<file path="src/sv/trcpu_ram.sv">
module trcpu_ram #(
   parameter int WIDTH = 8,
   parameter int DEPTH = 256
) (
   input  logic                     clock,
   input  logic                     wr_en,
   input  logic [$clog2(DEPTH)-1:0] wr_addr,
   input  logic [WIDTH-1:0]         wr_data,
   input  logic [$clog2(DEPTH)-1:0] rd_addr,
   output logic [WIDTH-1:0]         rd_data
);

   logic [WIDTH-1:0] mem_ff [DEPTH];
   logic [WIDTH-1:0] rd_data_ff;

   always_ff @(posedge clock) begin
      if (wr_en) begin
         mem_ff[wr_addr] <= wr_data;
      end
      rd_data_ff <= mem_ff[rd_addr];
   end

   assign rd_data = rd_data_ff;

endmodule

</file>
<file path="config.mk">
export PLATFORM = sky130hd
export DESIGN_NAME = trcpu_ram
export DESIGN_NICKNAME = d
export VERILOG_FILES = /design/src/sv/trcpu_ram.sv
export SDC_FILE = /design/constraint.sdc
export NUM_CORES = 2
export LEC_CHECK = 0
export BUFFER_PORTS_ARGS = -buffer_cell sky130_fd_sc_hd__buf_2
export CORE_MARGIN = 1.5
export CORE_UTILIZATION = 45
export CTS_BUF_LIST = sky130_fd_sc_hd__clkbuf_4 sky130_fd_sc_hd__clkbuf_8
export DETAILED_ROUTE_END_ITERATION = 10
export HOLD_SLACK_MARGIN = 0.05
export MAX_ROUTING_LAYER = met4
export SETUP_SLACK_MARGIN = 0.2
export SYNTH_ARGS = -nofsm -noshare
export SYNTH_HDL_FRONTEND = slang
export SYNTH_SLANG_ARGS = --single-unit
</file>
<file path="constraint.sdc">
create_clock -name clock -period 5.5 [get_ports clock]
set_input_delay 0 -clock clock [delete_from_list [all_inputs] [get_ports clock]]
set_output_delay 0 -clock clock [all_outputs]
set_load 0.005 [all_outputs]
</file>
* After elaboration in Yosys (flattened, before gate mapping) *
Memories as Yosys holds them, arrays and structs flattened. A register that Yosys moved wholly into a read port is not among the register bits.
Index checks and enable logic that the tools add are counted.
W data, S select, Z words.

operators by class
  mux-type cells = 2

operators by type and width
  kind     number
  $mux W1  2

word-level totals
  register bits after elaboration = 0
  memories = 1
  input bits = 26
  RAM bits = 2048

memory list
  memory  words  bits a word  read ports  clocked after Yosys merged registers in  wr ports  RTL line  RTL
  mem_ff  256    8            1           1                                        1         13        logic [WIDTH-1:0] mem_ff [DEPTH];

* Longest topological paths before layout *
  word-level depth = 2
  mapped depth = 11
  gate-level depth less buffers = 6

* Least setup slack after synthesis *
No wires, ideal clock.

  kind = input port to flip-flop
  from = in rd_addr[0]
  to = reg rd_data_ff[2] (netlist: rd_data[2]) (read register of mem_ff)
  library setup time = 0.131 ns
  path slack = 3.562 ns
  path buffers = 4
  stages on the path = 9
  data arrival time = 1.807 ns
  cells stage by stage = buf_6 > buf_12 > buf_8 > buf_2 > mux4_2 > a22oi_1 > a21oi_1 > nor4_1 > nor4_2

RTL lines
  element          RTL line  RTL
  start, declared  9         input logic [$clog2(DEPTH)-1:0] rd_addr,
  end, declared    14        logic [WIDTH-1:0] rd_data_ff;

==> out/results.md <==
- finished clean — outcome
- mem_ff[249][6] — end point of the most critical hold path
- 1.05 ns — clk_lat worst skew
- 55 — number of distinct standard cells referenced by the synthesized netlist
- wr_data[6] — Hold Path Origin
- 5 — H-tree lvl count
- 121,000 µm — post-DP HPWL
- done — clock tree from TritonCTS
- 2 — number of stages on the worst hold path
- 154 — floorplan row count
- 0 — Synth Warn #
- sky130_fd_sc_hd__clkbuf_8 — buffer cell driving the clock tree root
- 291,000 µm — first-pass GRT wire length
- 0.327 GHz — Fmax
- 6.40 ns — data required time at the worst endpoint
- sky130_fd_sc_hd__edfxtp_1 — top flip-flop cell by instance count after synthesis
- in -> reg — class of the most critical hold timing path
- 30.9 µm — Avg WL per Cell
- 34 — I/O pin total
- 7 — antenna violations before repair
- 0 — max-cap violations
- 0 ns — summed negative setup slack over all endpoints
- 281 µV — Peak supply drop
- 0.773 — Synth top area share
- mem_ff[42][3] — launching point of the worst reg2reg path
- 3,733 — Gate Count Post-Synth
- 1.37 ns — Worst Tran Pin Value
- in -> reg — type of the worst setup path
- 39,500 — detailed-route via count
- 0 — fin. max-slew vios
- 7 — number of cells traversed by the worst register-to-register path
- 359 mW/mm² — pwr dens
- 0 — Async S/R FF share, synth
- 0.0788 — Max-slew headroom
- 4,330 — starting DRC count in detailed routing
- 21.3 µm² — synthesized area divided by synthesized cell count
- 0.0796 mm² — Post-Syn Area
- 33 — number of I/O port buffers
- 0.263 — share of post-route cells with drive strength above 1
- 348 — number of buffers created by CTS
- 423 µm — DIE WIDTH
- 0 — drc violations
- 6.00 — number of vias per cell
- 423 µm — height of the die
- 0 — final setup violation count
- 27.5 nW — standby leakage power
- 2,048 — number of enable-type register cells in the synthesized netlist
- 4,020 — NumNets Final
- 0.06 ns — CTS clk-pin slew, worst paths
- 0 — total global routing overflow
- 3.96 ns — Arrival @ worst endpoint
- 1.67 ns — Setup Slack @ Placement
- no — RSZ-0062 raised after global routing
- 0.0921 ns — Setup Skew
- primary input — critical path startpoint category
- rd_data[3] — r2r endpoint
- 11.9% — layout overhead on the synthesized area
- 187 — maximum number of pins on one net before global-route repair
- 9 — iteration count of the initial detailed-routing pass
- 0.879 — Routability Congestion
- 3,759 — Synthesized Nets
- 2,056 — Yosys reg bits
- 43 — Worst Path Max Fanout
- 2.44 ns — Final WS setup
- 0 — post-cts resize count
- 0.452 — Starting Density
- 0 — hold violation count in the final report
- 0.176 mm² — core area
- 4 — buffers from clock root to sink, at most
- 0 — Final ANT Viol Nets
- 0 — number of buffers inserted to repair setup after CTS
- flip-flop — endpoint type of the worst setup path
- 3.06 ns — post-layout minimum cycle time
- 39,700 — number of global-route vias before repair
- 2,056 — clock sink count
- 0.775 — fraction of the yosys area taken by sequential cells
- sky130_fd_sc_hd__edfxtp_1 77%, sky130_fd_sc_hd__mux4_2 13%, sky130_fd_sc_hd__mux2i_1 1.7% — dominant cells by area after synthesis
- sky130_fd_sc_hd__edfxtp_1 — most area-hungry cell type in the Yosys netlist
- 0.556 — period utilisation layout
- 2.50 ns — internal reg-to-reg setup slack
- 204,000 µm — post-detailed-routing wire length
- 0.234 — GRT Overall Usage
- 0.179 mm² — floorplan die area
cells by family after synthesis:
group	share of synthesized area
buffers and inverters	0.0183
AO/OA/AOI/OAI	0.0342
flip-flops	0.775
multiplexers	0.146
AND/OR/NAND/NOR	0.0263
how the worst max path moves through the flow:
stage / startpoint / end / slack [ns] / depth (start not counted)
2_1_floorplan: rd_addr[0] / rd_data[2] / 3.56 / 9
3_3_place_gp: rd_addr[2] / rd_data[3] / 1.79 / 8
3_5_place_dp: rd_addr[2] / rd_data[5] / 1.67 / 8
4_1_cts: mem_ff[42][3] / rd_data[3] / 2.48 / 7
5_1_grt: mem_ff[42][3] / rd_data[3] / 2.37 / 7
6_report: rd_addr[2] / rd_data[5] / 2.44 / 8
worst max-delay path, stage by stage:
cell                       delay [ns]
sky130_fd_sc_hd__buf_4           0.61
sky130_fd_sc_hd__nand2_1         0.54
sky130_fd_sc_hd__buf_4           0.35
sky130_fd_sc_hd__o221ai_1        0.46
sky130_fd_sc_hd__a21oi_1         0.25
sky130_fd_sc_hd__o32ai_1         0.86
sky130_fd_sc_hd__nor3_1          0.30
sky130_fd_sc_hd__nor4_1          0.45
synthesized netlist by cell type (2+ instances only):
cell type                   number
sky130_fd_sc_hd__edfxtp_1     2048
sky130_fd_sc_hd__mux4_2        454
sky130_fd_sc_hd__nor2_1        282
sky130_fd_sc_hd__mux2i_1       134
sky130_fd_sc_hd__a22oi_1       133
sky130_fd_sc_hd__clkbuf_1      111
sky130_fd_sc_hd__a21oi_1        96
sky130_fd_sc_hd__o221ai_1       46
sky130_fd_sc_hd__nand3_1        34
sky130_fd_sc_hd__nand2_1        33
sky130_fd_sc_hd__buf_2          31
sky130_fd_sc_hd__nor2b_1        31
sky130_fd_sc_hd__o22ai_1        28
sky130_fd_sc_hd__buf_4          27
sky130_fd_sc_hd__nor4_1         24
sky130_fd_sc_hd__buf_1          22
sky130_fd_sc_hd__nor3_1         22
sky130_fd_sc_hd__buf_6          21
sky130_fd_sc_hd__a211oi_1       16
sky130_fd_sc_hd__a221oi_1       13
sky130_fd_sc_hd__buf_8          13
sky130_fd_sc_hd__nand4_1        10
sky130_fd_sc_hd__o211ai_1       10
sky130_fd_sc_hd__o21ai_0        10
sky130_fd_sc_hd__a22o_1          8
sky130_fd_sc_hd__buf_12          8
sky130_fd_sc_hd__dfxtp_1         8
sky130_fd_sc_hd__nand2b_1        8
sky130_fd_sc_hd__and2_1          6
sky130_fd_sc_hd__o22a_1          5
sky130_fd_sc_hd__o32ai_1         4
sky130_fd_sc_hd__or2_2           4
sky130_fd_sc_hd__nor4_2          3
sky130_fd_sc_hd__a2111oi_0       2
sky130_fd_sc_hd__a2111oi_1       2
sky130_fd_sc_hd__a311oi_1        2
sky130_fd_sc_hd__a31oi_1         2
sky130_fd_sc_hd__and3b_1         2
sky130_fd_sc_hd__mux4_1          2
sky130_fd_sc_hd__nand3b_1        2
sky130_fd_sc_hd__o21ai_1         2
cells in the final DEF (no fill, tap or decap), types with 10 or more instances in the layout:
cell type / instances
sky130_fd_sc_hd__a22oi_1: 133
sky130_fd_sc_hd__clkbuf_4: 110
sky130_fd_sc_hd__clkbuf_8: 363
sky130_fd_sc_hd__nand4_1: 10
sky130_fd_sc_hd__o221ai_1: 46
sky130_fd_sc_hd__buf_8: 10
sky130_fd_sc_hd__a211oi_1: 16
sky130_fd_sc_hd__buf_12: 16
sky130_fd_sc_hd__a221oi_1: 13
sky130_fd_sc_hd__buf_2: 21
sky130_fd_sc_hd__dlygate4sd3_1: 22
sky130_fd_sc_hd__clkinv_2: 17
sky130_fd_sc_hd__o211ai_1: 10
sky130_fd_sc_hd__a21oi_1: 96
sky130_fd_sc_hd__buf_4: 73
sky130_fd_sc_hd__clkinv_1: 79
sky130_fd_sc_hd__nor4_1: 24
sky130_fd_sc_hd__nand3_1: 28
sky130_fd_sc_hd__mux4_2: 454
sky130_fd_sc_hd__mux2i_1: 134
sky130_fd_sc_hd__edfxtp_1: 2048
sky130_fd_sc_hd__nor2b_1: 28
sky130_fd_sc_hd__nor3_1: 22
sky130_fd_sc_hd__nand2_1: 33
sky130_fd_sc_hd__o22ai_1: 28
sky130_fd_sc_hd__nor2_1: 279
sky130_fd_sc_hd__o21ai_0: 10
cell type report:
type,instances,area (µm²)
clock inverters,115,669
diodes,7,17.5
well taps,2340,2930
clock buffers,473,5820
fillers,14000,86900
repair buffers,144,1400
multi-input cells,1442,16500
flip-flops and latches,2056,61700
inverters,2,7.51
per-layer routing:
metal  GRT usage  vias up  wire [µm]
met3      0.0406      385      15500
met5           -        -          0
met1       0.330    21100      85800
li1            -    16300          -
met2       0.350     1734      96000
met4      0.0738        0       6200
sequential cells by signal, summed over array words and instances (netlist names):
name,cells
rd_data,8
mem_ff,2048
metrics by stage:
step | total power, mW | area [µm²] | cells | utilization | hold WS (ns)
2_1_floorplan | 18.5 | 79600 | 3733 | - | 0.0989
3_3_place_gp | 19.2 | 82200 | 5960 | 0.467 | 0.444
3_5_place_dp | 19.2 | 82200 | 5960 | 0.467 | 0.446
4_1_cts | 32.2 | 89000 | 6572 | 0.506 | 0.0558
5_1_grt | 32.9 | 89000 | 6577 | 0.506 | 0.0789
6_report | 32.0 | 89000 | 6579 | 0.506 | 0.0810
where the power goes:
| part | total, mW | leakage, nW | internal, mW | switching [mW] |
|---|---|---|---|---|
| clock network | 13.1 | 3.41 | 7.09 | 5.99 |
| logic | 1.56 | 5.57 | 0.522 | 1.04 |
| registers | 17.3 | 18.5 | 17.3 | 0.0300 |
repair_timing:
action | 4_1_cts | 5_1_grt
setup endpoints to repair | 0 | 0
endpoints found under the hold margin | 2386 | 0
hold buffers | 24 | 0
Note: power is estimated with default switching activity, not from simulation.
