### src/sv/trcpu_pkg.sv
package trcpu_pkg;

   // Item actions.
   localparam logic [2:0] ACT_EXECUTE  = 3'd0;
   localparam logic [2:0] ACT_LINE     = 3'd1;
   localparam logic [2:0] ACT_SET_ONE  = 3'd2;
   localparam logic [2:0] ACT_SET_TWO  = 3'd3;
   localparam logic [2:0] ACT_SET_PC   = 3'd4;

   // Opcodes, instruction bits 15..11.
   localparam logic [4:0] OP_NOP  = 5'd0;
   localparam logic [4:0] OP_MOV  = 5'd1;
   localparam logic [4:0] OP_HALT = 5'd2;
   localparam logic [4:0] OP_CMP  = 5'd3;
   localparam logic [4:0] OP_NOT  = 5'd4;
   localparam logic [4:0] OP_AND  = 5'd5;
   localparam logic [4:0] OP_OR   = 5'd6;
   localparam logic [4:0] OP_XOR  = 5'd7;
   localparam logic [4:0] OP_JMP  = 5'd8;

   // Operands, instruction bits 4..0.
   localparam logic [4:0] OPND_NONE      = 5'd0;
   localparam logic [4:0] MOV_ONE_TO_TWO = 5'd0;
   localparam logic [4:0] MOV_TWO_TO_ONE = 5'd1;
   localparam logic [4:0] MOV_ONE_TO_PC  = 5'd2;
   localparam logic [4:0] MOV_TWO_TO_PC  = 5'd3;
   localparam logic [4:0] MOV_LD_ONE_ONE = 5'd4;
   localparam logic [4:0] MOV_LD_TWO_TWO = 5'd5;
   localparam logic [4:0] MOV_LD_TWO_ONE = 5'd6;
   localparam logic [4:0] MOV_LD_ONE_TWO = 5'd7;
   localparam logic [4:0] MOV_STORE      = 5'd8;
   localparam logic [4:0] MOV_LD_ONE_PC  = 5'd9;
   localparam logic [4:0] MOV_LD_TWO_PC  = 5'd10;
   localparam logic [4:0] JMP_ONE        = 5'd0;
   localparam logic [4:0] JMP_TWO        = 5'd1;

   // What one request does: the register state after it when it needs no
   // memory read, plus the memory work it starts.
   typedef struct packed {
      logic [15:0] reg_one;
      logic [15:0] reg_two;
      logic [15:0] pc;
      logic        equal;
      logic        halt;
      logic        line_write;
      logic [15:0] line_addr;
      logic [7:0]  line_data;
      logic        mem_op;
      logic        store;
      logic        dest_one;
      logic [15:0] base;
   } plan_type;

endpackage

### src/sv/trcpu_decode.sv
module trcpu_decode
   import trcpu_pkg::*;
(
   input  logic [2:0]  action,
   input  logic [15:0] instruction,
   input  logic [15:0] load_address,
   input  logic [15:0] load_value,
   input  logic [15:0] reg_one,
   input  logic [15:0] reg_two,
   input  logic [15:0] pc,
   input  logic        equal,
   input  logic        halted,
   output plan_type    plan
);

   logic [4:0]  opcode;
   logic [4:0]  operand;
   logic [15:0] before_pc;

   // A jump lands two below the register, but never below zero.
   function automatic logic [15:0] jump_target(input logic [15:0] r);
      return (r < 16'd2) ? 16'd0 : r - 16'd2;
   endfunction

   assign opcode    = instruction[15:11];
   assign operand   = instruction[4:0];
   assign before_pc = pc - 16'd2;

   always_comb begin
      plan            = '0;
      plan.reg_one    = reg_one;
      plan.reg_two    = reg_two;
      plan.pc         = pc;
      plan.equal      = equal;
      plan.halt       = halted;
      plan.line_addr  = load_address;
      plan.line_data  = load_value[7:0];
      plan.base       = reg_one;
      case (action)
         ACT_EXECUTE: begin
            if (!halted) begin
               case (opcode)
                  OP_MOV: begin
                     case (operand)
                        MOV_ONE_TO_TWO: plan.reg_two = reg_one;
                        MOV_TWO_TO_ONE: plan.reg_one = reg_two;
                        MOV_ONE_TO_PC:  plan.pc = reg_one;
                        MOV_TWO_TO_PC:  plan.pc = reg_two;
                        MOV_LD_ONE_ONE: begin
                           plan.mem_op   = 1'b1;
                           plan.dest_one = 1'b1;
                           plan.base     = reg_one;
                        end
                        MOV_LD_TWO_TWO: begin
                           plan.mem_op = 1'b1;
                           plan.base   = reg_two;
                        end
                        MOV_LD_TWO_ONE: begin
                           plan.mem_op = 1'b1;
                           plan.base   = reg_one;
                        end
                        MOV_LD_ONE_TWO: begin
                           plan.mem_op   = 1'b1;
                           plan.dest_one = 1'b1;
                           plan.base     = reg_two;
                        end
                        MOV_STORE: begin
                           plan.mem_op = 1'b1;
                           plan.store  = 1'b1;
                           plan.base   = reg_one;
                        end
                        MOV_LD_ONE_PC: begin
                           plan.mem_op   = 1'b1;
                           plan.dest_one = 1'b1;
                           plan.base     = before_pc;
                        end
                        MOV_LD_TWO_PC: begin
                           plan.mem_op = 1'b1;
                           plan.base   = before_pc;
                        end
                        default: ;
                     endcase
                  end
                  OP_HALT: plan.halt = 1'b1;
                  OP_CMP: begin
                     if (operand == OPND_NONE) plan.equal = (reg_one == reg_two);
                  end
                  OP_NOT: begin
                     if (operand == OPND_NONE) plan.reg_one = ~reg_one;
                  end
                  OP_AND: begin
                     if (operand == OPND_NONE) plan.reg_one = reg_one & reg_two;
                  end
                  OP_OR: begin
                     if (operand == OPND_NONE) plan.reg_one = reg_one | reg_two;
                  end
                  OP_XOR: begin
                     if (operand == OPND_NONE) plan.reg_one = reg_one ^ reg_two;
                  end
                  OP_JMP: begin
                     if (operand == JMP_ONE) begin
                        plan.pc = jump_target(reg_one);
                     end else if (operand == JMP_TWO) begin
                        plan.pc = jump_target(reg_two);
                     end
                  end
                  default: ;
               endcase
            end
         end
         ACT_LINE:    plan.line_write = 1'b1;
         ACT_SET_ONE: plan.reg_one = load_value;
         ACT_SET_TWO: plan.reg_two = load_value;
         ACT_SET_PC:  plan.pc = load_value;
         default: ;
      endcase
   end

endmodule

### config.mk
export PLATFORM = sky130hd
export DESIGN_NAME = trcpu_decode
export DESIGN_NICKNAME = d
export VERILOG_FILES = /design/src/sv/trcpu_pkg.sv /design/src/sv/trcpu_decode.sv
export SDC_FILE = /design/constraint.sdc
export NUM_CORES = 1
export LEC_CHECK = 0
export BUFFER_PORTS_ARGS = -buffer_cell sky130_fd_sc_hd__buf_4
export CELL_PAD_IN_SITES_DETAIL_PLACEMENT = 2
export CELL_PAD_IN_SITES_GLOBAL_PLACEMENT = 2
export CORE_ASPECT_RATIO = 0.9
export CORE_MARGIN = 2
export CORE_UTILIZATION = 25
export DETAILED_ROUTE_END_ITERATION = 7
export PLACE_DENSITY_LB_ADDON = 0.1
export SLEW_MARGIN = 20
export SYNTH_ARGS = -nofsm -noshare
export SYNTH_HDL_FRONTEND = slang
export SYNTH_SLANG_ARGS = --single-unit
export TNS_END_PERCENT = 100
### constraint.sdc
create_clock -name vclk -period 3.9
set_input_delay 0.585 -clock vclk [all_inputs]
set_output_delay 0.585 -clock vclk [all_outputs]
set_load 0.01 [all_outputs]
Word level (Yosys, flattened, before mapping)
Index checks and enable logic that the tools add are counted.

word-level totals
  memories = 0
  bits in read-only memories = 0
  RAM bits = 0
  word-level logic and storage cells = 68
  bits of input ports = 101
  latch bits = 0
  bits in registers = 0
  output and inout port bits = 94

cells by class
  multipliers = 0
  eq/ne operators = 23
  add/subtract/negate cells = 3
  magnitude comparators = 2
  multiplexer cells = 30
  reductions and logical operators = 6
  bitwise gates (word level) = 4
  shifts and indexed selects = 0
  divide/modulo/power cells = 0

operators with widths
  kind                   count
  $pmux 16 s2            6
  $mux 16                11
  $pmux 16 s5            1
  $mux 19                3
  $mux 50                1
  $sub 16x2->16 const B  3
  $eq 5x3->1 const B     8
  $lt 16x2->1 const B    2
  $eq 5x2->1 const B     4
  $eq 5x4->1 const B     4
  $and 16x16->16         1
  $eq 16x16->1           1
  $not 16->16            1
  $or 16x16->16          1
  $xor 16x16->16         1
  $eq 5x1->1 const B     2
  $mux 1                 7
  $reduce_or 7->1        1
  $eq 3x2->1 const B     2
  $logic_not 5->1        1
  $reduce_or 2->1        2
  $eq 3x1->1 const B     1
  $eq 3x3->1 const B     1
  $logic_not 3->1        1
  2 further kinds        2

Logic depth before layout (Yosys ltp)
  depth in word-level cells = 7
  gate-level depth with buffers = 10
  depth with buffers taken out = 8

Worst setup path before layout
Ideal clock, no wire load.

  path type = input to output
  start point = in reg_one[1]
  end point = out plan[57] (netlist bit)
  data required time = 3.315 ns
  path buffers = 2
  slack = 0.416 ns
  arrival = 2.899 ns
  cell stages on the path = 10
  cells stage by stage = clkbuf_1 inv_1 ha_1 or4b_2 clkbuf_1 nor3_1 xnor2_1 nor2_1 or4_1 a21oi_1

RTL lines
  item                RTL line            RTL
  start: declaration  trcpu_decode.sv:8   input logic [15:0] reg_one,
  end: declaration    trcpu_decode.sv:13  output plan_type plan

==> flow_summary.yaml <==
floorplanning:
  core-area_um2: 19000
  dieHeight_um: 135
  dieArea_um2: 20300
  die_width_um: 150
  initial_core_util: 0.253
  pin_count: 195
  row_count: 48
cells_and_area:
  final_util: 0.331
  final_nets: 1033
  drive_gt1_frac: 0.257
  num-clock-buffers: 0
  final_cells: 1145
  regArea_um2: 0
  final_area_um2: 6280
  nFlopsAndLatches: 0
  syn_to_final_growth_pct: 30.8
  num_antenna_cells: 0
placement:
  place_ws_ns: 0.201
  dp.cells: 1145
  globalplace.congestion: 0.901
  placed_area_um2: 6270
  port_buffers: 157
  hpwlAfterDp_um: 23800
drt:
  routedWlPerCell_um: 26.6
  vias: 6954
  ant_nets: 0
  drc: 0
  avgViaCountPerCell: 6.07
  routed_wl_um: 30500
  drtPass1Iterations: 5
  initialDrtViolationCount: 432
worst_hold_path:
  hold_path.class: "input port to primary output"
  hold_start: "load_address[8]"
pwr:
  p_leak_nw: 2.69
  p_per_area_nw_per_um2: 107
  vdd_drop_max_v: 0.0000434
global_routing:
  grtUsageTotal: 0.290
  grt_overflow: 0
  antenna_found_initial: 1
  grt_max_degree: 41
  grt_pass1_wl_um: 45100
  grt_pass1_vias: 7386
logic_synthesis:
  synthCells: 783
  synth_top_area_share: 0.0912
  synth_common_cells: "nand2_1 (82), o21ai_0 (79), clkbuf_1 (65)"
  synth_top_area_cell: "ha_1"
  synth_mux_area_frac: 0.0855
  syn_area_um2: 4800
  syn_avg_cell_area_um2: 6.13
  yosysMostFrequentCell: "nand2_1"
  synth_top_family_by_area: "compound AO/OA/AOI/OAI gates"
  synth-simple-area-share: 0.267
  syn-num-nets: 919
  seq_area_frac_synth: 0
  synth-xor-area-share: 0.0493
  synthDistinctLibCells: 61
  synth_compound_area_frac: 0.376
  synth_adder_area_share: 0.0912
  yosysWarnings: 0
  yosys-top-cells-area: "ha_1 (9.1%), mux2i_1 (8.6%), o21ai_0 (8.2%)"
sta:
  hold_viol_final: 0
  maxSlewViolCount: 0
  tightestPinTransition_ns: 0.816
  setup_viol: 0
  rsz0062_at_grt: "false"
  fmax_mhz: 270
  final.setup.tns_ns: 0
  fin_crit_sh: 0.950
  slew-limit-headroom: 0.450
  period_minus_slack_ns: 3.70
  layout_setup_ws_ns: 0.195
setup_path:
  crit_start: "reg_one[2]"
  cp-end-kind: "primary output"
  worstPathArrival_ns: 3.12
  crit_required_ns: 3.31
  critPathKind: "input port to primary output"
  crit_path_max_fanout: 8
  crit_path_start_kind: "input port"
run_status:
  status: "finished, final reports clean"
flow_run:
  cap_viol_max_count: 0
clock_network:
  cts_setup_buffers: 0
==> worst max-delay path, cell delays in order <==
cell,delay [ns]
buf_4,0.12
inv_1,0.11
ha_1,0.24
or4b_2,0.76
or3_1,0.36
o211a_1,0.21
a211oi_1,0.27
a21oi_1,0.12
o21ai_1,0.19
buf_4,0.16
==> area by class of cell <==
type | count | area (µm²)
multi-input cells | 643 | 4190
well taps | 250 | 313
fillers | 2364 | 12700
repair buffers | 213 | 1620
inverters | 39 | 146
==> cells by family (layout without fill, tap and decap cells) <==
| kind of cell | Yosys count | after routing |
|---|---|---|
| AO/OA/AOI/OAI | 280 | 280 |
| XOR/XNOR | 27 | 27 |
| adder cells (fa/ha/maj) | 35 | 35 |
| buffers and inverters | 140 | 252 |
| multiplexers | 41 | 41 |
| AND/OR/NAND/NOR | 260 | 260 |
==> per-stage QoR <==
step                total power, mW  hold WS (ns)
global placement              0.647          1.17
finish                        0.671          1.17
floorplan                     0.346          1.26
detailed placement            0.667          1.17
global route                  0.723          1.17
CTS                           0.670          1.17
==> metal layers <==
layer  share of wire  GRT usage  vias up
li1                -          -     3117
met1            0.44      0.379     3509
met2            0.48      0.509      254
met3           0.043     0.0152       72
met4           0.035     0.0938        2
met5         0.00059          0        -
==> layout by cell type, fill, tap and decap left out, drive strengths merged, types with 4 or more instances in the layout <==
cell type,count
inv,39
a221oi,7
o21ai,81
a22oi,17
nand2b,5
o22ai,32
buf,213
nor4,14
a21oi,57
or4,10
xor2,11
nor3b,4
o31ai,12
and3,4
nor3,34
a41oi,7
mux2i,41
a31oi,10
or3,17
nand3,9
o41ai,5
xnor2,16
nor4b,4
o211ai,5
nor2,61
a221o,17
ha,35
nand2,82
==> power breakdown <==
| part | leakage (nW) | switching [mW] | internal [mW] |
|---|---|---|---|
| Clock | 0 | 0 | 0 |
| Combinational | 2.69 | 0.396 | 0.275 |
| Sequential | 0 | 0 | 0 |
| Total | 2.69 | 0.396 | 0.275 |
==> what timing repair did <==
item / CTS / global route
setup endpoints to repair: 0 / 1
endpoints found under the hold margin: 0 / 0
hold buffers: 0 / 0
resized for setup: 0 / 1
==> path summary, 6_finish.rpt <==
kind,depth (start not counted),slack [ns],endpoint
max,10,0.20,plan[55]
min,0,1.17,plan[35]
(Power assumes the default switching activity.)
